[config.mk]
export PLATFORM = sky130hd
export DESIGN_NAME = fixed_point_matrix_multiply_4x4
export DESIGN_NICKNAME = d
export VERILOG_FILES = /design/src/design/fpmm_pkg.sv /design/src/design/fixed_point_matrix_multiply_4x4.sv /design/src/design/fpmm_mac.sv
export SDC_FILE = /design/constraint.sdc
export NUM_CORES = 2
export LEC_CHECK = 0
export BUFFER_PORTS_ARGS = -buffer_cell sky130_fd_sc_hd__buf_2
export CORE_MARGIN = 2
export CORE_UTILIZATION = 60
export CTS_BUF_LIST = sky130_fd_sc_hd__clkbuf_16
export DETAILED_ROUTE_END_ITERATION = 7
export PLACE_DENSITY = 0.82
export SLEW_MARGIN = 5
export SYNTH_ARGS = -nofsm -noshare
export SYNTH_HDL_FRONTEND = slang
export SYNTH_SLANG_ARGS = --single-unit
[constraint.sdc]
create_clock -name clk -period 12.98 [get_ports clk]
set_input_delay 0.649 -clock clk [delete_from_list [all_inputs] [get_ports clk]]
set_output_delay 0.649 -clock clk [all_outputs]
set_load 0.02 [all_outputs]
[src/design/fpmm_pkg.sv]
`default_nettype none

package fpmm_pkg;

  // word layout
  localparam int WORD_W    = 32;
  localparam int ITEM_COLS = 4;
  localparam int COL_W     = 2;
  localparam int ACT_W     = 2;
  localparam int TDATA_W   = 136;

  // input word kinds carried on tuser
  typedef enum logic [ACT_W-1:0] {
    ACT_LOAD_LEFT  = 2'd0,
    ACT_LOAD_RIGHT = 2'd1,
    ACT_MULTIPLY   = 2'd2
  } action_t;

  // sequencer states
  typedef enum logic [1:0] {
    ST_IDLE,
    ST_COMPUTE,
    ST_DRAIN,
    ST_EMIT
  } state_t;

  // control that travels with each product down the pipe
  typedef struct packed {
    logic             valid;
    logic             first;
    logic             last;
    logic [COL_W-1:0] col;
  } fpmm_tag_t;

  // one finished result element
  typedef struct packed {
    logic                     valid;
    logic [COL_W-1:0]         col;
    logic signed [WORD_W-1:0] value;
  } fpmm_elem_t;

endpackage

`default_nettype wire

[src/design/fixed_point_matrix_multiply_4x4.sv]
`default_nettype none

// 4x4 fixed-point matrix multiply, signed s15.16 elements.
// input stream: tuser is the action. a load word writes one row of four elements
// into the left or right matrix; a multiply word starts result = left x right.
// tdata holds the row index and the four column elements.
// output stream: one word per result row with its row index and four saturated
// s15.16 elements; tlast marks the final row of a multiply.
// a single 32x32 multiplier feeds an exact accumulator, one product per cycle
// while computing, so each result row takes DIM*min(DIM,4) products, then drains
// through the store read, multiply, accumulate and result element registers
// into the row buffer that drives the output.
// the block takes no input word while a multiply runs or a row waits on the
// output. when the receiver stalls, the current row holds on the output and
// the computation of the next row does not start until it is taken.
// reset returns the sequencer to idle with no output pending; matrix contents
// are undefined until loaded.
module fixed_point_matrix_multiply_4x4 #(
  parameter int DIM = 4
) (
  input  logic                          clk,
  input  logic                          rst,
  input  logic                          s_axis_tvalid,
  output logic                          s_axis_tready,
  // row[1:0], col0, col1, col2, col3, zero pad
  input  logic [fpmm_pkg::TDATA_W-1:0]  s_axis_tdata,
  // action
  input  logic [fpmm_pkg::ACT_W-1:0]    s_axis_tuser,
  output logic                          m_axis_tvalid,
  input  logic                          m_axis_tready,
  // out_row[1:0], out_col0, out_col1, out_col2, out_col3, zero pad
  output logic [fpmm_pkg::TDATA_W-1:0]  m_axis_tdata,
  output logic                          m_axis_tlast
);
  import fpmm_pkg::*;

  localparam int NLIM = (DIM < ITEM_COLS) ? DIM : ITEM_COLS;
  localparam int RW   = $clog2(NLIM);
  localparam int KW   = $clog2(DIM);
  localparam int ROW_BITS = NLIM * WORD_W;

  state_t state;
  state_t state_next;

  logic [RW-1:0] i;
  logic [RW-1:0] j;
  logic [KW-1:0] k;
  logic          i_last;
  logic          j_last;
  logic          k_last;

  logic          accept_in;
  logic          accept_out;
  logic [COL_W-1:0]    in_row;
  logic                row_ok;
  logic [ROW_BITS-1:0] in_row_data;

  logic [ROW_BITS-1:0] lmem [NLIM];
  logic [ROW_BITS-1:0] rmem [NLIM];
  logic [ROW_BITS-1:0] lq;
  logic [ROW_BITS-1:0] rq;
  logic [KW-1:0]       k1;

  fpmm_tag_t                tag0;
  fpmm_tag_t                tag1;
  logic signed [WORD_W-1:0] op_a;
  logic signed [WORD_W-1:0] op_b;
  fpmm_elem_t               elem;
  logic                     row_done;

  logic signed [WORD_W-1:0] rowbuf [NLIM];

  assign accept_in   = s_axis_tvalid && s_axis_tready;
  assign accept_out  = m_axis_tvalid && m_axis_tready;
  assign in_row      = s_axis_tdata[COL_W-1:0];
  assign row_ok      = int'(in_row) < NLIM;
  assign in_row_data = s_axis_tdata[COL_W +: ROW_BITS];

  assign i_last = (i == RW'(NLIM - 1));
  assign j_last = (j == RW'(NLIM - 1));
  assign k_last = (k == KW'(DIM - 1));

  // next state
  always_comb begin
    state_next = state;
    case (state)
      ST_IDLE: begin
        if (accept_in && s_axis_tuser == ACT_MULTIPLY) begin
          state_next = ST_COMPUTE;
        end
      end
      ST_COMPUTE: begin
        if (j_last && k_last) begin
          state_next = ST_DRAIN;
        end
      end
      ST_DRAIN: begin
        if (row_done) begin
          state_next = ST_EMIT;
        end
      end
      ST_EMIT: begin
        if (accept_out) begin
          state_next = i_last ? ST_IDLE : ST_COMPUTE;
        end
      end
      default: begin
        state_next = ST_IDLE;
      end
    endcase
  end

  // sequencer outputs
  always_comb begin
    s_axis_tready = 1'b0;
    m_axis_tvalid = 1'b0;
    tag0.valid    = 1'b0;
    case (state)
      ST_IDLE:    s_axis_tready = 1'b1;
      ST_COMPUTE: tag0.valid    = 1'b1;
      ST_DRAIN:   ;
      ST_EMIT:    m_axis_tvalid = 1'b1;
      default:    ;
    endcase
    tag0.first = (k == '0);
    tag0.last  = k_last;
    tag0.col   = COL_W'(j);
  end

  // state and loop counters
  always_ff @(posedge clk) begin
    if (rst) begin
      state <= ST_IDLE;
      i     <= '0;
      j     <= '0;
      k     <= '0;
    end else begin
      state <= state_next;
      if (state == ST_IDLE && accept_in) begin
        i <= '0;
        j <= '0;
        k <= '0;
      end
      if (state == ST_COMPUTE) begin
        if (k_last) begin
          k <= '0;
          j <= j_last ? '0 : j + RW'(1);
        end else begin
          k <= k + KW'(1);
        end
      end
      if (state == ST_EMIT && accept_out) begin
        i <= i + RW'(1);
      end
    end
  end

  // row-wide matrix stores, written by load words
  always_ff @(posedge clk) begin
    if (accept_in && row_ok) begin
      if (s_axis_tuser == ACT_LOAD_LEFT) begin
        lmem[in_row[RW-1:0]] <= in_row_data;
      end
      if (s_axis_tuser == ACT_LOAD_RIGHT) begin
        rmem[in_row[RW-1:0]] <= in_row_data;
      end
    end
  end

  // registered store reads: left row i, right row k
  always_ff @(posedge clk) begin
    lq <= lmem[i];
    rq <= rmem[k[RW-1:0]];
    k1 <= k;
    if (rst) begin
      tag1.valid <= 1'b0;
    end else begin
      tag1.valid <= tag0.valid;
    end
    tag1.first <= tag0.first;
    tag1.last  <= tag0.last;
    tag1.col   <= tag0.col;
  end

  // operand select: left[i][k] and right[k][j]
  always_comb begin
    op_a = '0;
    if (int'(k1) < NLIM) begin
      op_a = lq[k1[RW-1:0] * WORD_W +: WORD_W];
    end
    op_b = rq[tag1.col[RW-1:0] * WORD_W +: WORD_W];
  end

  fpmm_mac #(
    .DIM (DIM)
  ) u_mac (
    .clk  (clk),
    .rst  (rst),
    .tag  (tag1),
    .a    (op_a),
    .b    (op_b),
    .elem (elem)
  );

  assign row_done = elem.valid && (elem.col == COL_W'(NLIM - 1));

  // result row buffer, also the output register
  always_ff @(posedge clk) begin
    if (elem.valid) begin
      rowbuf[elem.col[RW-1:0]] <= elem.value;
    end
  end

  // output word
  assign m_axis_tdata[COL_W-1:0] = COL_W'(i);
  assign m_axis_tlast            = i_last;
  assign m_axis_tdata[TDATA_W-1:COL_W + ITEM_COLS*WORD_W] = '0;

  for (genvar c = 0; c < ITEM_COLS; c++) begin : g_out_col
    if (c < NLIM) begin : g_used
      assign m_axis_tdata[COL_W + c*WORD_W +: WORD_W] = rowbuf[c];
    end else begin : g_zero
      assign m_axis_tdata[COL_W + c*WORD_W +: WORD_W] = '0;
    end
  end

endmodule

`default_nettype wire

[src/design/fpmm_mac.sv]
`default_nettype none

module fpmm_mac #(
  parameter int DIM = 4
) (
  input  logic                               clk,
  input  logic                               rst,
  input  fpmm_pkg::fpmm_tag_t                tag,
  input  logic signed [fpmm_pkg::WORD_W-1:0] a,
  input  logic signed [fpmm_pkg::WORD_W-1:0] b,
  output fpmm_pkg::fpmm_elem_t               elem
);
  import fpmm_pkg::*;

  localparam int PROD_W = 2 * WORD_W;
  localparam int ACC_W  = PROD_W + $clog2(DIM);
  localparam int Q_W    = ACC_W - 16;
  localparam logic signed [Q_W-1:0] QMAX = Q_W'(signed'(32'h7FFF_FFFF));
  localparam logic signed [Q_W-1:0] QMIN = Q_W'(signed'(32'h8000_0000));

  logic signed [PROD_W-1:0] prod;
  fpmm_tag_t                tag2;
  logic signed [ACC_W-1:0]  acc;
  fpmm_tag_t                tag3;
  logic signed [ACC_W-1:0]  prod_x;
  logic signed [Q_W-1:0]    flo;
  logic signed [Q_W-1:0]    trunc_q;
  logic                     round_up;
  logic signed [WORD_W-1:0] sat_value;

  // multiply stage
  always_ff @(posedge clk) begin
    prod <= a * b;
    if (rst) begin
      tag2.valid <= 1'b0;
    end else begin
      tag2.valid <= tag.valid;
    end
    tag2.first <= tag.first;
    tag2.last  <= tag.last;
    tag2.col   <= tag.col;
  end

  // exact accumulate over the dot product
  assign prod_x = ACC_W'(prod);

  always_ff @(posedge clk) begin
    if (tag2.valid) begin
      acc <= tag2.first ? prod_x : acc + prod_x;
    end
    if (rst) begin
      tag3.valid <= 1'b0;
    end else begin
      tag3.valid <= tag2.valid;
    end
    tag3.first <= tag2.first;
    tag3.last  <= tag2.last;
    tag3.col   <= tag2.col;
  end

  // shift by 16 toward zero, then saturate to 32 bits
  always_comb begin
    flo      = acc[ACC_W-1:16];
    round_up = acc[ACC_W-1] && (|acc[15:0]);
    trunc_q  = flo + Q_W'(round_up);
    if (trunc_q > QMAX) begin
      sat_value = QMAX[WORD_W-1:0];
    end else if (trunc_q < QMIN) begin
      sat_value = QMIN[WORD_W-1:0];
    end else begin
      sat_value = trunc_q[WORD_W-1:0];
    end
  end

  // result element register
  always_ff @(posedge clk) begin
    if (rst) begin
      elem.valid <= 1'b0;
    end else begin
      elem.valid <= tag3.valid && tag3.last;
    end
    elem.col   <= tag3.col;
    elem.value <= sat_value;
  end

endmodule

`default_nettype wire

==> reports/metrics.yaml <==
synth:
  synthFlopType: "edfxtp_1"
  synth-edff-count: 1218
  synth_common_cells: "edfxtp_1, fa_1, inv_1, nand2_1, nor2_1"
  yosys_warnings: 0
  netlist_instances: 7095
  synth-compound-area-share_pct: 4.47
  synth-xor-area-share_pct: 1.49
  syn_area_per_cell_um2: 13.2
  synth-async-reset-ratio_pct: 0
  synthAdderAreaFrac_pct: 26.6
  synth_top_family_by_area: "adder cells"
  yosys.area_share.simple_pct: 7.24
  yosys-top-cells-area: "edfxtp_1, fa_1, dfxtp_1, mux4_2, inv_1"
  seq_area_frac_synth_pct: 47.1
  syn_area_um2: 93800
  synth_cell_types: 91
  ys_seq_elements: 1597
  synth.area.mux_share_pct: 7.70
  yosysTopAreaCell: "edfxtp_1"
  synth_most_common_cell: "edfxtp_1"
  synth_top_cell_area_share_pct: 39.0
sta:
  setup_viol: 0
  layout_min_cycle_time_ns: 10.54
  tns_ns: 0
  finalCritPeriodShare_pct: 81.2
  max_slew_margin_pct: 4.98
  slew_viol_final: 0
  hold_viol_final: 0
  tightestPinTransition_ns: 1.43
  fin_skew_ns: 0.0801
  fmax_ghz: 0.0948
  rsz0062_at_grt: "false"
route:
  vias: 59104
  first_pass_iters: 7
  via_per_inst: 6.21
  drt-wirelength-per-cell_um: 26.7
  ant_nets: 0
  first_iter_violations: 6558
  drc: 0
  drt-total-wl_um: 254000
min_path:
  worstHoldPathCells: 1
  hold_class: "in2reg"
layout:
  fin_cells: 9520
  areaGrowthSynthToFinish_pct: 9.53
  final.fill_count: 10273
  layout.nets: 8796
  drive_gt1_share_pct: 13.5
critical_path:
  critPathBufInv: 4
  critPathMaxFanout: 32
  crit_cells: 27
  crit_path_max_incr_delay_ns: 1.07
  reg2regPathDepth: 27
  crit_family: "adder cells"
  critPathArrivalTime_ns: 11.23
  crit_top_cell: "fa_1"
  required_ns: 13.67
  crit_path_start_kind: "flip-flop"
  r2r_slack_ns: 2.44
  worstSetupPathType: "reg2reg"
  endpoint_kind: "flip-flop"
  cpMaxStageDelayCell: "fa_1"
global_route:
  grt_max_degree: 119
  grt_pass1_wl_um: 383000
  antenna_found_initial: 33
  grt_pass1_vias: 62844
  grt.total_usage_pct: 32.5
  grt.overflow.total: 0
cts:
  cts_hold_buf: 0
  cts_made_buffers: 154
  clk_pin_slew_ns: 0.07
  cts_resized: 0
  clock_sinks: 1597
  postCtsSetupBuffers: 0
  cts_max_path_buffers: 3
  tritoncts: "yes"
  worstSkewPairLatency_ns: 0.85
  root_buffer: "clkbuf_16"
  h-tree-depth: 4
status:
  outcome: "completed"
placement:
  portBuffers: 268
  place.gp.congestion: 1.00
  hpwl_um: 163000
  placed_cells: 9214
floorplanning:
  die_w_um: 399
  io_pins: 281
  fp.dieH_um: 399
  dieArea_um2: 159000
  rows: 145
  fp.coreArea_um2: 156000
  initial_utilization_pct: 60.2
run:
  cap_violations: 0
## cells in the final DEF, fill, tap and decap left out, types with 26 or more instances in the layout
master | netlist | routed
and2_1 | 39 | 39
a21o_1 | 78 | 78
nand3_1 | 54 | 54
xor2_1 | 65 | 65
nand2_1 | 711 | 711
nand2b_1 | 33 | 33
clkbuf_16 | 0 | 154
o21ai_0 | 144 | 126
nor3_1 | 32 | 30
o21a_1 | 65 | 65
o21ai_1 | 81 | 72
dfxtp_1 | 379 | 369
and3_1 | 27 | 26
edfxtp_1 | 1218 | 1218
mux2_2 | 59 | 59
mux4_2 | 265 | 265
nor2_1 | 603 | 596
clkinv_1 | 1 | 33
a21oi_1 | 136 | 136
inv_1 | 1016 | 1054
fa_1 | 1083 | 1083
ha_1 | 259 | 259
buf_2 | 9 | 268
buf_4 | 9 | 109
xnor2_1 | 94 | 94
nand4_1 | 28 | 28
mux2i_1 | 59 | 59
## metal layers
| metal | vias to the layer above | wire length (µm) | track usage (%) |
|---|---|---|---|
| met4 | 28 | 15200 | 16.6 |
| li1 | 24155 | - | - |
| met5 | - | 185 | 0.212 |
| met2 | 4171 | 118000 | 50.8 |
| met1 | 29772 | 87300 | 40.5 |
| met3 | 978 | 33500 | 11.4 |
## registers in the layout, indices dropped and copies added (netlist names), 4 cells and up
register / count
rq: 128
lq: 128
lmem: 512
rmem: 512
rowbuf: 128
tag1: 5
u_mac.tag3: 4
u_mac.elem: 35
u_mac.prod: 64
u_mac.tag2: 5
u_mac.acc: 66
## metrics by stage
step           area [µm²]  hold WS [ns]  util [%]  worst slack (ns)
3_3_place_gp        97600         0.311      62.7              2.88
4_1_cts            103000        0.0123      65.9              2.59
6_report           103000        0.0609      66.0              2.44
3_5_place_dp        97600         0.312      62.7              2.72
2_1_floorplan       93800         0.310         -              2.24
5_1_grt            103000        0.0470      66.0              2.08
## path summary, 6_finish.rpt
| path | to | from |
|---|---|---|
| worst max-delay path | u_mac.prod[63]$_DFF_P_ | tag1[0]$_DFF_P_ |
| worst min register to register | u_mac.tag3[2]$_DFF_P_ | u_mac.tag2[2]$_DFF_P_ |
| worst min-delay path | lmem[2][102]$_DFFE_PP_ | s_axis_tdata[104] |
| worst max register to register | u_mac.prod[63]$_DFF_P_ | tag1[0]$_DFF_P_ |
## kinds of logic after synthesis
logic type,Yosys count
AO/OA/AOI/OAI,658
XOR/XNOR,159
adder cells (fa/ha/maj),1342
buffers and inverters,1342
flip-flops,1597
multiplexers,383
other,1
AND/OR/NAND/NOR,1613
## area by class of cell
type / count / area (µm²) / area share (%)
Timing Repair Buffer: 381 / 2240 / 2.18
Clock inverter: 132 / 1220 / 1.19
Multi-Input combinational cell: 4161 / 44700 / 43.6
Tap cell: 2058 / 2570 / 2.51
Inverter: 1017 / 3820 / 3.72
Antenna cell: 20 / 50.0 / 0.0487
Sequential cell: 1597 / 44200 / 43.0
Clock buffer: 154 / 3850 / 3.75
Power is left out: the tool's default activity adds up to more than one toggle a clock period on the data nets, which glitch-free logic cannot reach.
